==> src/hdl/dir_pkg.sv <==
package dir_pkg;

    localparam int TAG_BITS_DEF = 16;

    // bus actions
    localparam logic [2:0] ACT_READ   = 3'd0;
    localparam logic [2:0] ACT_WRITE  = 3'd1;
    localparam logic [2:0] ACT_DONE   = 3'd2;
    localparam logic [2:0] ACT_DISC   = 3'd3;
    localparam logic [2:0] ACT_RESET  = 3'd4;

    // register offsets
    localparam logic [7:0] OFF_STATUS  = 8'h00;
    localparam logic [7:0] OFF_COVER   = 8'h04;
    localparam logic [7:0] OFF_CMD0    = 8'h08;
    localparam logic [7:0] OFF_CMD1    = 8'h0C;
    localparam logic [7:0] OFF_CMD2    = 8'h10;
    localparam logic [7:0] OFF_DMAADR  = 8'h14;
    localparam logic [7:0] OFF_DMALEN  = 8'h18;
    localparam logic [7:0] OFF_CONTROL = 8'h1C;
    localparam logic [7:0] OFF_IMM     = 8'h20;
    localparam logic [7:0] OFF_CONFIG  = 8'h24;

    // command opcodes
    localparam logic [7:0] OP_READ_DISC  = 8'hA8;
    localparam logic [7:0] OP_AUDIO_ST   = 8'hAB;
    localparam logic [7:0] OP_REQ_ERR    = 8'hE0;
    localparam logic [7:0] OP_STREAM     = 8'hE1;
    localparam logic [7:0] OP_STREAM_ST  = 8'hE2;
    localparam logic [7:0] OP_STOP_MOTOR = 8'hE3;
    localparam logic [7:0] OP_AUDIO_CFG  = 8'hE4;

    localparam logic [31:0] ERR_INVALID  = 32'h0005_2000;
    localparam logic [31:0] ERR_NOMEDIUM = 32'h0002_3A00;
    localparam logic [31:0] ADDR_MASK    = 32'h03FF_FFE0;
    localparam logic [31:0] LEN_MASK     = 32'hFFFF_FFE0;
    localparam logic [33:0] POS_MASK     = ~34'h7FFF;

endpackage

==> src/hdl/disc_interface_registers_top.sv <==
// Register block of a disc-drive interface. Each input beat (bus read or write,
// media completion, disc presence change or drive reset) is decoded combinationally,
// applied to the register state when taken and gives exactly one result beat; a new
// beat can be taken every cycle, limited only by the single output register.
// Writing control with TSTART runs the command: drive-local commands finish at
// once, others are handed to the backend (media_request) if one is attached (else
// they fail at once) and finish when a completion beat with the matching tag
// arrives. Status and cover interrupt bits are write-one-to-clear.
module disc_interface_registers_top #(
    parameter int TAG_BITS = dir_pkg::TAG_BITS_DEF
) (
    input  logic        clk,
    input  logic        rst_n,
    input  logic        cfg_valid,
    output logic        cfg_ready,
    input  logic        cfg_data,
    input  logic        in_valid,
    output logic        in_ready,
    input  logic [2:0]  action,
    input  logic [7:0]  offset,
    input  logic [31:0] write_data,
    input  logic [15:0] complete_tag,
    input  logic        complete_ok,
    input  logic [31:0] complete_immediate,
    input  logic [31:0] complete_bytes,
    input  logic [31:0] complete_error,
    input  logic        disc_flag,
    output logic        out_valid,
    input  logic        out_ready,
    output logic        ack,
    output logic [31:0] read_data,
    output logic        irq_pending,
    output logic        media_request,
    output logic [31:0] req_cmd_word0,
    output logic [31:0] req_cmd_word1,
    output logic [31:0] req_cmd_word2,
    output logic [31:0] req_dma_address,
    output logic [31:0] req_dma_length,
    output logic [2:0]  req_control,
    output logic [31:0] req_immediate,
    output logic [15:0] req_tag
);

    logic             backend_reg;
    logic [6:0]       status_reg, status_next;
    logic [2:0]       cover_reg, cover_next;
    logic [31:0]      cmd0_reg, cmd0_next, cmd1_reg, cmd1_next, cmd2_reg, cmd2_next;
    logic [31:0]      dma_addr_reg, dma_addr_next, dma_len_reg, dma_len_next;
    logic [2:0]       control_reg, control_next;
    logic [31:0]      imm_reg, imm_next, err_reg, err_next;
    logic [31:0]      config_reg, config_next;
    logic             disc_reg, disc_next;
    logic             aon_reg, aon_next, arun_reg, arun_next, astop_reg, astop_next;
    logic [3:0]       abuf_reg, abuf_next;
    logic [33:0]      acs_reg, acs_next, apos_reg, apos_next, ans_reg, ans_next;
    logic [31:0]      acl_reg, acl_next, anl_reg, anl_next;
    logic [TAG_BITS-1:0] tag_reg, tag_next;

    logic        ack_c, req_c, irq_c;
    logic [31:0] rdata_c;
    logic        take;

    assign in_ready  = !out_valid || out_ready;
    assign take      = in_valid && in_ready;
    assign cfg_ready = 1'b1;

    // decode and state update for one beat
    always_comb
    begin
        logic [31:0] c0;
        logic [7:0]  op, sub;
        logic        fin, fok, eject, kill;
        logic [31:0] fimm, fbytes, ferr, t, r;
        logic [33:0] start;

        status_next = status_reg;   cover_next = cover_reg;
        cmd0_next = cmd0_reg;       cmd1_next = cmd1_reg;   cmd2_next = cmd2_reg;
        dma_addr_next = dma_addr_reg; dma_len_next = dma_len_reg;
        control_next = control_reg; imm_next = imm_reg;     err_next = err_reg;
        config_next = config_reg;   disc_next = disc_reg;
        aon_next = aon_reg;         arun_next = arun_reg;   astop_next = astop_reg;
        abuf_next = abuf_reg;       acs_next = acs_reg;     apos_next = apos_reg;
        ans_next = ans_reg;         acl_next = acl_reg;     anl_next = anl_reg;
        tag_next = tag_reg;
        ack_c = 1'b0; req_c = 1'b0; rdata_c = '0;
        fin = 1'b0; fok = 1'b0; fimm = '0; fbytes = '0; ferr = '0;
        c0 = cmd0_reg; op = c0[31:24]; sub = c0[23:16];
        eject = c0[17]; kill = c0[20]; t = '0; r = '0;
        start = {cmd1_reg, 2'b00};

        unique case (action)
            dir_pkg::ACT_READ:
            begin
                ack_c = 1'b1;
                unique case (offset)
                    dir_pkg::OFF_STATUS:  rdata_c = {25'd0, status_reg};
                    dir_pkg::OFF_COVER:   rdata_c = {29'd0, cover_reg};
                    dir_pkg::OFF_CMD0:    rdata_c = cmd0_reg;
                    dir_pkg::OFF_CMD1:    rdata_c = cmd1_reg;
                    dir_pkg::OFF_CMD2:    rdata_c = cmd2_reg;
                    dir_pkg::OFF_DMAADR:  rdata_c = dma_addr_reg;
                    dir_pkg::OFF_DMALEN:  rdata_c = dma_len_reg;
                    dir_pkg::OFF_CONTROL: rdata_c = {29'd0, control_reg};
                    dir_pkg::OFF_IMM:     rdata_c = imm_reg;
                    dir_pkg::OFF_CONFIG:  rdata_c = config_reg;
                    default:              ack_c = 1'b0;
                endcase
            end
            dir_pkg::ACT_WRITE:
            begin
                ack_c = 1'b1;
                unique case (offset)
                    dir_pkg::OFF_STATUS:
                    begin
                        status_next = (status_reg & 7'h54) | (write_data[6:0] & 7'h2B);
                        if (write_data[2]) status_next[2] = 1'b0;
                        if (write_data[4]) status_next[4] = 1'b0;
                        if (write_data[6]) status_next[6] = 1'b0;
                        if (write_data[0])
                        begin
                            control_next[0] = 1'b0;
                            status_next[6] = 1'b1;
                        end
                    end
                    dir_pkg::OFF_COVER:
                        cover_next = {cover_reg[2] & ~write_data[2], write_data[1], ~disc_reg};
                    dir_pkg::OFF_CMD0:   cmd0_next = write_data;
                    dir_pkg::OFF_CMD1:   cmd1_next = write_data;
                    dir_pkg::OFF_CMD2:   cmd2_next = write_data;
                    dir_pkg::OFF_DMAADR: dma_addr_next = write_data & dir_pkg::ADDR_MASK;
                    dir_pkg::OFF_DMALEN: dma_len_next = write_data & dir_pkg::LEN_MASK;
                    dir_pkg::OFF_IMM:    imm_next = write_data;
                    dir_pkg::OFF_CONTROL:
                    begin
                        control_next = write_data[2:0];
                        if (write_data[0])
                        begin
                            tag_next = tag_reg + 1'b1;
                            fin = 1'b1; fok = 1'b1; fimm = imm_reg;
                            // command dispatch
                            if (!disc_reg && (op == dir_pkg::OP_READ_DISC ||
                                              op == dir_pkg::OP_AUDIO_ST))
                            begin
                                fok = 1'b0; ferr = dir_pkg::ERR_NOMEDIUM;
                            end
                            else if (op == dir_pkg::OP_REQ_ERR)
                            begin
                                fimm = err_reg; err_next = '0;
                            end
                            else if (op == dir_pkg::OP_AUDIO_ST)
                                fimm = imm_reg;
                            else if (op == dir_pkg::OP_AUDIO_CFG)
                            begin
                                aon_next = c0[16]; abuf_next = c0[3:0]; fimm = '0;
                                if (!c0[16])
                                begin
                                    arun_next = 1'b0; astop_next = 1'b0;
                                end
                            end
                            else if (op == dir_pkg::OP_STREAM)
                            begin
                                if (!aon_reg || !disc_reg || sub > 8'd1)
                                begin
                                    fok = 1'b0; ferr = dir_pkg::ERR_INVALID;
                                end
                                else
                                begin
                                    fimm = '0;
                                    if (sub == 8'd0)
                                    begin
                                        if (cmd1_reg == '0 && cmd2_reg == '0)
                                            astop_next = 1'b1;
                                        else if (!astop_reg)
                                        begin
                                            ans_next = start; anl_next = cmd2_reg;
                                            if (!arun_reg)
                                            begin
                                                acs_next = start; acl_next = cmd2_reg;
                                                apos_next = start; arun_next = 1'b1;
                                            end
                                        end
                                    end
                                    else
                                    begin
                                        astop_next = 1'b0; arun_next = 1'b0;
                                    end
                                end
                            end
                            else if (op == dir_pkg::OP_STREAM_ST)
                            begin
                                if (!aon_reg || !disc_reg || sub > 8'd3)
                                begin
                                    fok = 1'b0; ferr = dir_pkg::ERR_INVALID;
                                end
                                else
                                begin
                                    unique case (sub[1:0])
                                        2'd0: r = {31'd0, arun_reg};
                                        2'd1: r = 32'((apos_reg & dir_pkg::POS_MASK) >> 2);
                                        2'd2: r = acs_reg[33:2];
                                        default: r = acl_reg;
                                    endcase
                                    fimm = r;
                                end
                            end
                            else if (op == dir_pkg::OP_STOP_MOTOR)
                            begin
                                if (eject && !kill && disc_reg)
                                begin
                                    disc_next = 1'b0;
                                    cover_next = {1'b1, cover_reg[1], 1'b1};
                                end
                            end
                            else if (backend_reg)
                            begin
                                fin = 1'b0; req_c = 1'b1;
                            end
                            else
                            begin
                                fok = 1'b0;
                                ferr = disc_reg ? dir_pkg::ERR_INVALID : dir_pkg::ERR_NOMEDIUM;
                            end
                        end
                    end
                    default: ack_c = 1'b0;
                endcase
            end
            dir_pkg::ACT_DONE:
            begin
                if (control_reg[0] && (64'(complete_tag) == 64'(tag_reg)))
                begin
                    ack_c = 1'b1; fin = 1'b1; fok = complete_ok;
                    fimm = complete_immediate; fbytes = complete_bytes;
                    ferr = complete_error;
                end
            end
            dir_pkg::ACT_DISC:
            begin
                ack_c = 1'b1;
                if (disc_reg != disc_flag)
                begin
                    disc_next = disc_flag;
                    cover_next = {1'b1, cover_reg[1], ~disc_flag};
                end
            end
            dir_pkg::ACT_RESET:
            begin
                ack_c = 1'b1;
                tag_next = tag_reg + 1'b1;
                status_next = '0; disc_next = disc_flag; cover_next = {2'b00, ~disc_flag};
                cmd0_next = '0; cmd1_next = '0; cmd2_next = '0;
                dma_addr_next = '0; dma_len_next = '0; control_next = '0; imm_next = '0;
                config_next = 32'd1; err_next = '0;
                aon_next = 1'b0; arun_next = 1'b0; astop_next = 1'b0; abuf_next = '0;
                acs_next = '0; apos_next = '0; ans_next = '0; acl_next = '0; anl_next = '0;
            end
            default: ;
        endcase

        // command completion
        if (fin)
        begin
            imm_next = fimm;
            control_next[0] = 1'b0;
            if (fok)
            begin
                if (control_next[1])
                begin
                    t = (fbytes < dma_len_next) ? fbytes : dma_len_next;
                    dma_addr_next = (dma_addr_next + t) & dir_pkg::ADDR_MASK;
                    dma_len_next = dma_len_next - t;
                end
                status_next[4] = 1'b1;
            end
            else
            begin
                err_next = ferr;
                status_next[2] = 1'b1;
            end
        end

        irq_c = (status_next[2] & status_next[1]) | (status_next[4] & status_next[3]) |
                (status_next[6] & status_next[5]) | (cover_next[2] & cover_next[1]);
    end

    // state and result registers
    always_ff @(posedge clk or negedge rst_n)
    begin
        if (!rst_n)
        begin
            backend_reg <= 1'b1;
            status_reg <= '0; cover_reg <= '0; cmd0_reg <= '0; cmd1_reg <= '0;
            cmd2_reg <= '0; dma_addr_reg <= '0; dma_len_reg <= '0; control_reg <= '0;
            imm_reg <= '0; err_reg <= '0; config_reg <= 32'd1; disc_reg <= 1'b1;
            aon_reg <= 1'b0; arun_reg <= 1'b0; astop_reg <= 1'b0; abuf_reg <= '0;
            acs_reg <= '0; apos_reg <= '0; ans_reg <= '0; acl_reg <= '0; anl_reg <= '0;
            tag_reg <= '0;
            out_valid <= 1'b0;
        end
        else
        begin
            if (cfg_valid) backend_reg <= cfg_data;
            if (out_valid && out_ready) out_valid <= 1'b0;
            if (take)
            begin
                status_reg <= status_next; cover_reg <= cover_next;
                cmd0_reg <= cmd0_next; cmd1_reg <= cmd1_next; cmd2_reg <= cmd2_next;
                dma_addr_reg <= dma_addr_next; dma_len_reg <= dma_len_next;
                control_reg <= control_next; imm_reg <= imm_next; err_reg <= err_next;
                config_reg <= config_next; disc_reg <= disc_next;
                aon_reg <= aon_next; arun_reg <= arun_next; astop_reg <= astop_next;
                abuf_reg <= abuf_next; acs_reg <= acs_next; apos_reg <= apos_next;
                ans_reg <= ans_next; acl_reg <= acl_next; anl_reg <= anl_next;
                tag_reg <= tag_next;
                out_valid <= 1'b1;
                ack <= ack_c; read_data <= rdata_c; irq_pending <= irq_c;
                media_request <= req_c;
                req_cmd_word0 <= req_c ? cmd0_next : '0;
                req_cmd_word1 <= req_c ? cmd1_next : '0;
                req_cmd_word2 <= req_c ? cmd2_next : '0;
                req_dma_address <= req_c ? dma_addr_next : '0;
                req_dma_length <= req_c ? dma_len_next : '0;
                req_control <= req_c ? control_next : '0;
                req_immediate <= req_c ? imm_next : '0;
                req_tag <= req_c ? 16'(tag_next) : '0;
            end
        end
    end

    // a hand-off always carries a running command
    assert property (@(posedge clk) disable iff (!rst_n)
        out_valid && media_request |-> req_control[0]) else $error("req without start");
    // a request is never an error beat
    assert property (@(posedge clk) disable iff (!rst_n)
        out_valid && media_request |-> ack) else $error("req without ack");
    // read data is zero unless something was acknowledged
    assert property (@(posedge clk) disable iff (!rst_n)
        out_valid && !ack |-> read_data == '0 && !media_request) else $error("nack data");
    // cover open bit follows disc presence
    assert property (@(posedge clk) disable iff (!rst_n)
        cover_reg[0] == !disc_reg) else $error("cover mismatch");

endmodule

==> config.mk <==
export PLATFORM = sky130hd
export DESIGN_NAME = disc_interface_registers_top
export DESIGN_NICKNAME = d
export VERILOG_FILES = /design/src/hdl/dir_pkg.sv /design/src/hdl/disc_interface_registers_top.sv
export SDC_FILE = /design/constraint.sdc
export NUM_CORES = 2
export LEC_CHECK = 0
export BUFFER_PORTS_ARGS = -buffer_cell sky130_fd_sc_hd__buf_2
export CORE_ASPECT_RATIO = 0.7
export CORE_MARGIN = 2
export CORE_UTILIZATION = 53
export DETAILED_ROUTE_END_ITERATION = 6
export PLACE_DENSITY = 0.89
export SLEW_MARGIN = 20
export SYNTH_ARGS = -nofsm -noshare
export SYNTH_HDL_FRONTEND = slang
export SYNTH_SLANG_ARGS = --single-unit
==> constraint.sdc <==
create_clock -name clk -period 6.6 [get_ports clk]
set_input_delay 1.32 -clock clk [delete_from_list [all_inputs] [get_ports clk]]
set_output_delay 1.32 -clock clk [all_outputs]
set_load 0.005 [all_outputs]
==> metrics <==
core area 0.0587 mm²; max_slew headroom 23.7%; final core utilization 68.9%; Tmin final 6.83 ns; die height 208 µm; Post-Syn Instances 3,326; clk root buf clkbuf_16; Area Growth Syn to Fin 27.8%; layout cells sized above 1 30.7%; worst path arrival time 7.32 ns; max-slew violations 0; clock skew 0.0299 ns; FF+latch count, synth 569; clk sinks 569; Die X 296 µm; Max Freq 0.146 GHz; post-DP HPWL 95,200 µm; final setup violation count 20; fill cell count 4,423; RSZ-0062 raised after global routing yes; DRC viols 126; Vias per Instance 6.73; DRT Wirelength 133,000 µm; total CTS buffers 55; Placed Instances 4,647; critical-path maximum fanout 7; count of input and output buffers 410; reg-to-reg slack, setup 0.17 ns; hold crit path type reg2reg; Mapped Nets 3,581; sequential area share after synthesis 48.9%; Hold Violations, Final 0; Crit Path Class in2reg; Hold EP acl_reg[19]$_DFFE_PN0P_; CTS tree done; Routability Congestion 1.03; Worst Tran Pin Value 1.13 ns; initial core utilization 53.9%; full die area 0.0617 mm²; WL per Instance 27.6 µm; CP endpoint kind register; dominant cells by area after synthesis dfrtp_1, edfxtp_1, o21ai_0; Setup crit start kind input pin; Vias 32,541; Cell Area, Synth 0.0316 mm²; I/O pin total 412; clk_lat worst skew 0.64 ns; Row Count 74; CP max-delay cell or4b_4; warning count from the yosys run 0; Req. time, crit path 7.09 ns; Iter 0 DRT Violations 5,957; min-delay src acl_reg[19]$_DFFE_PN0P_; R2R Path Start tag_reg[12]$_DFFE_PN0P_; DR pass1 iterations 7; Routed Antenna Nets 0; Layout Cells excl Fill 4,833; most instantiated cells after synthesis nand2_1, nor2_1, dfrtp_1; clock buffer depth 3; number of flops mapped to enable cells by yosys 246; Fin Hold WS 0.480 ns; R2R cell count 33; top_reg_cell synth dfrtp_1; Reg clk slew, reported paths 0.07 ns; sequential cell area 0.0155 mm²; setup ws final -0.231 ns; slowest stage delay, CP 0.60 ns; Tcrit/Tclk final 103%; pwr dens 196 mW/mm²; Static Leak 0.0171 µW; status finished, violations left; Global Route Usage Sum 41.8%; first-pass GRT wire length 192,000 µm; post-synthesis area per instance 9.51 µm²; vias in the first global route 30,008; failing checks DRC, setup timing; Yosys top cell area share 25.4%; Yosys cell types 76; Worst R2R End req_dma_length[31]$_SDFFCE_PN0P_; hold depth 2; Multi-input gate area 0.0160 mm²; antenna violations before repair 17; CTS H-tree lvls 2; Crit path top cell by count buf_6; nets 4,234; most common cell in the netlist nand2_1; gr ovfl total 0; asr flop ratio synth 56.8%; largest area contributor in the netlist dfrtp_1; Max VDD drop 0.179 mV; MaxCap Viol Count 0; largest net degree at the start of global routing 101
## cells by family after synthesis
logic type / share of synthesized area (%)
XOR/XNOR: 2.46
AO/OA/AOI/OAI: 23.1
adder cells (fa/ha/maj): 3.66
other: 0.0119
flip-flops: 48.9
multiplexers: 2.97
AND/OR/NAND/NOR: 14.4
buffers and inverters: 4.42
## repair_timing
action | CTS | global route
setup buffers | 48 | 29
gates cloned | 2 | 2
gates resized for setup | 93 | 138
pin swaps | 62 | 73
endpoints found under the setup margin | 61 | 77
hold buffers | 0 | 0
## worst max path at each step
stage | slack (ns) | end | cells after the start | startpoint
finish | -0.23 | req_dma_length[31]$_SDFFCE_PN0P_ | 30 | offset[7]
global route | -0.43 | req_dma_length[31]$_SDFFCE_PN0P_ | 33 | complete_tag[12]
CTS | -0.15 | req_dma_length[31]$_SDFFCE_PN0P_ | 29 | offset[6]
detailed placement | -1.19 | req_dma_length[31]$_SDFFCE_PN0P_ | 32 | offset[7]
global placement | -1.08 | req_dma_address[25]$_SDFFCE_PN0P_ | 29 | offset[7]
floorplan | -0.85 | req_dma_length[31]$_SDFFCE_PN0P_ | 30 | offset[2]
## layer usage
metal  wire length (µm)  GRT usage [%]  vias to the layer above
met5                115              0                        -
met4               8920           19.9                       16
met3              23900           19.0                      679
met2              51900           55.7                     3025
met1              48500           57.3                    15297
li1                   -              -                    13524
## critical path, delay by kind of cell
family | cells | cell delay (ns)
AOI/OAI and AO/OA | 9 | 1.39
adders and majority gates | 2 | 0.53
buffers and inverters | 8 | 0.96
and+or+nand+nor | 11 | 3.08
## per-stage QoR
step	cell area [µm²]	setup TNS [ns]	total power [µW]	setup slack [ns]
after detailed placement	37000	-64.05	4610	-1.19
final	40400	-1.66	7910	-0.231
after floorplan	31900	-11.20	4220	-0.848
after CTS	39600	-0.513	7810	-0.148
after global routing	40400	-10.34	8080	-0.430
after global placement	37000	-57.58	4600	-1.08
## report_power, final
part | switching (µW) | internal [µW] | leakage, µW
Sequential | 53.1 | 3760 | 0.00684
Clock | 1480 | 1760 | 0.000858
Combinational | 537 | 320 | 0.00943
## cells in the final DEF, fill, tap and decap left out, types with 18 or more instances in the layout
cell and n:
buf_4 439, buf_2 405, nand2_1 387, dfrtp_1 321, nor2_1 316, o21ai_0 263, edfxtp_1 246, a21oi_1 173
a22o_1 160, a22oi_1 127, inv_1 75, ha_1 68, clkbuf_16 57, mux2i_1 54, a21o_1 52, a21oi_2 47
xor2_1 46, and2_1 43, xnor2_1 39, mux2_2 34, and3_1 33, a222oi_1 33, nand4_1 31, nand3_1 30
nor4_1 28, o21ai_1 27, nor2b_1 25, o211ai_1 24, o221ai_1 23, buf_6 21, nor3_1 20, o21ai_2 19
ha_4 19, a31o_2 18
## final cells by class
class	count	share of cell area, %
sequential	569	38.3
multi-input combinational	2389	39.5
timing repair buffer	880	14.4
antenna	11	0.0681
tap	798	2.47
inverter	84	0.792
clock inverter	29	0.737
clock buffer	73	3.70
Note: power is estimated with default switching activity, not from simulation.
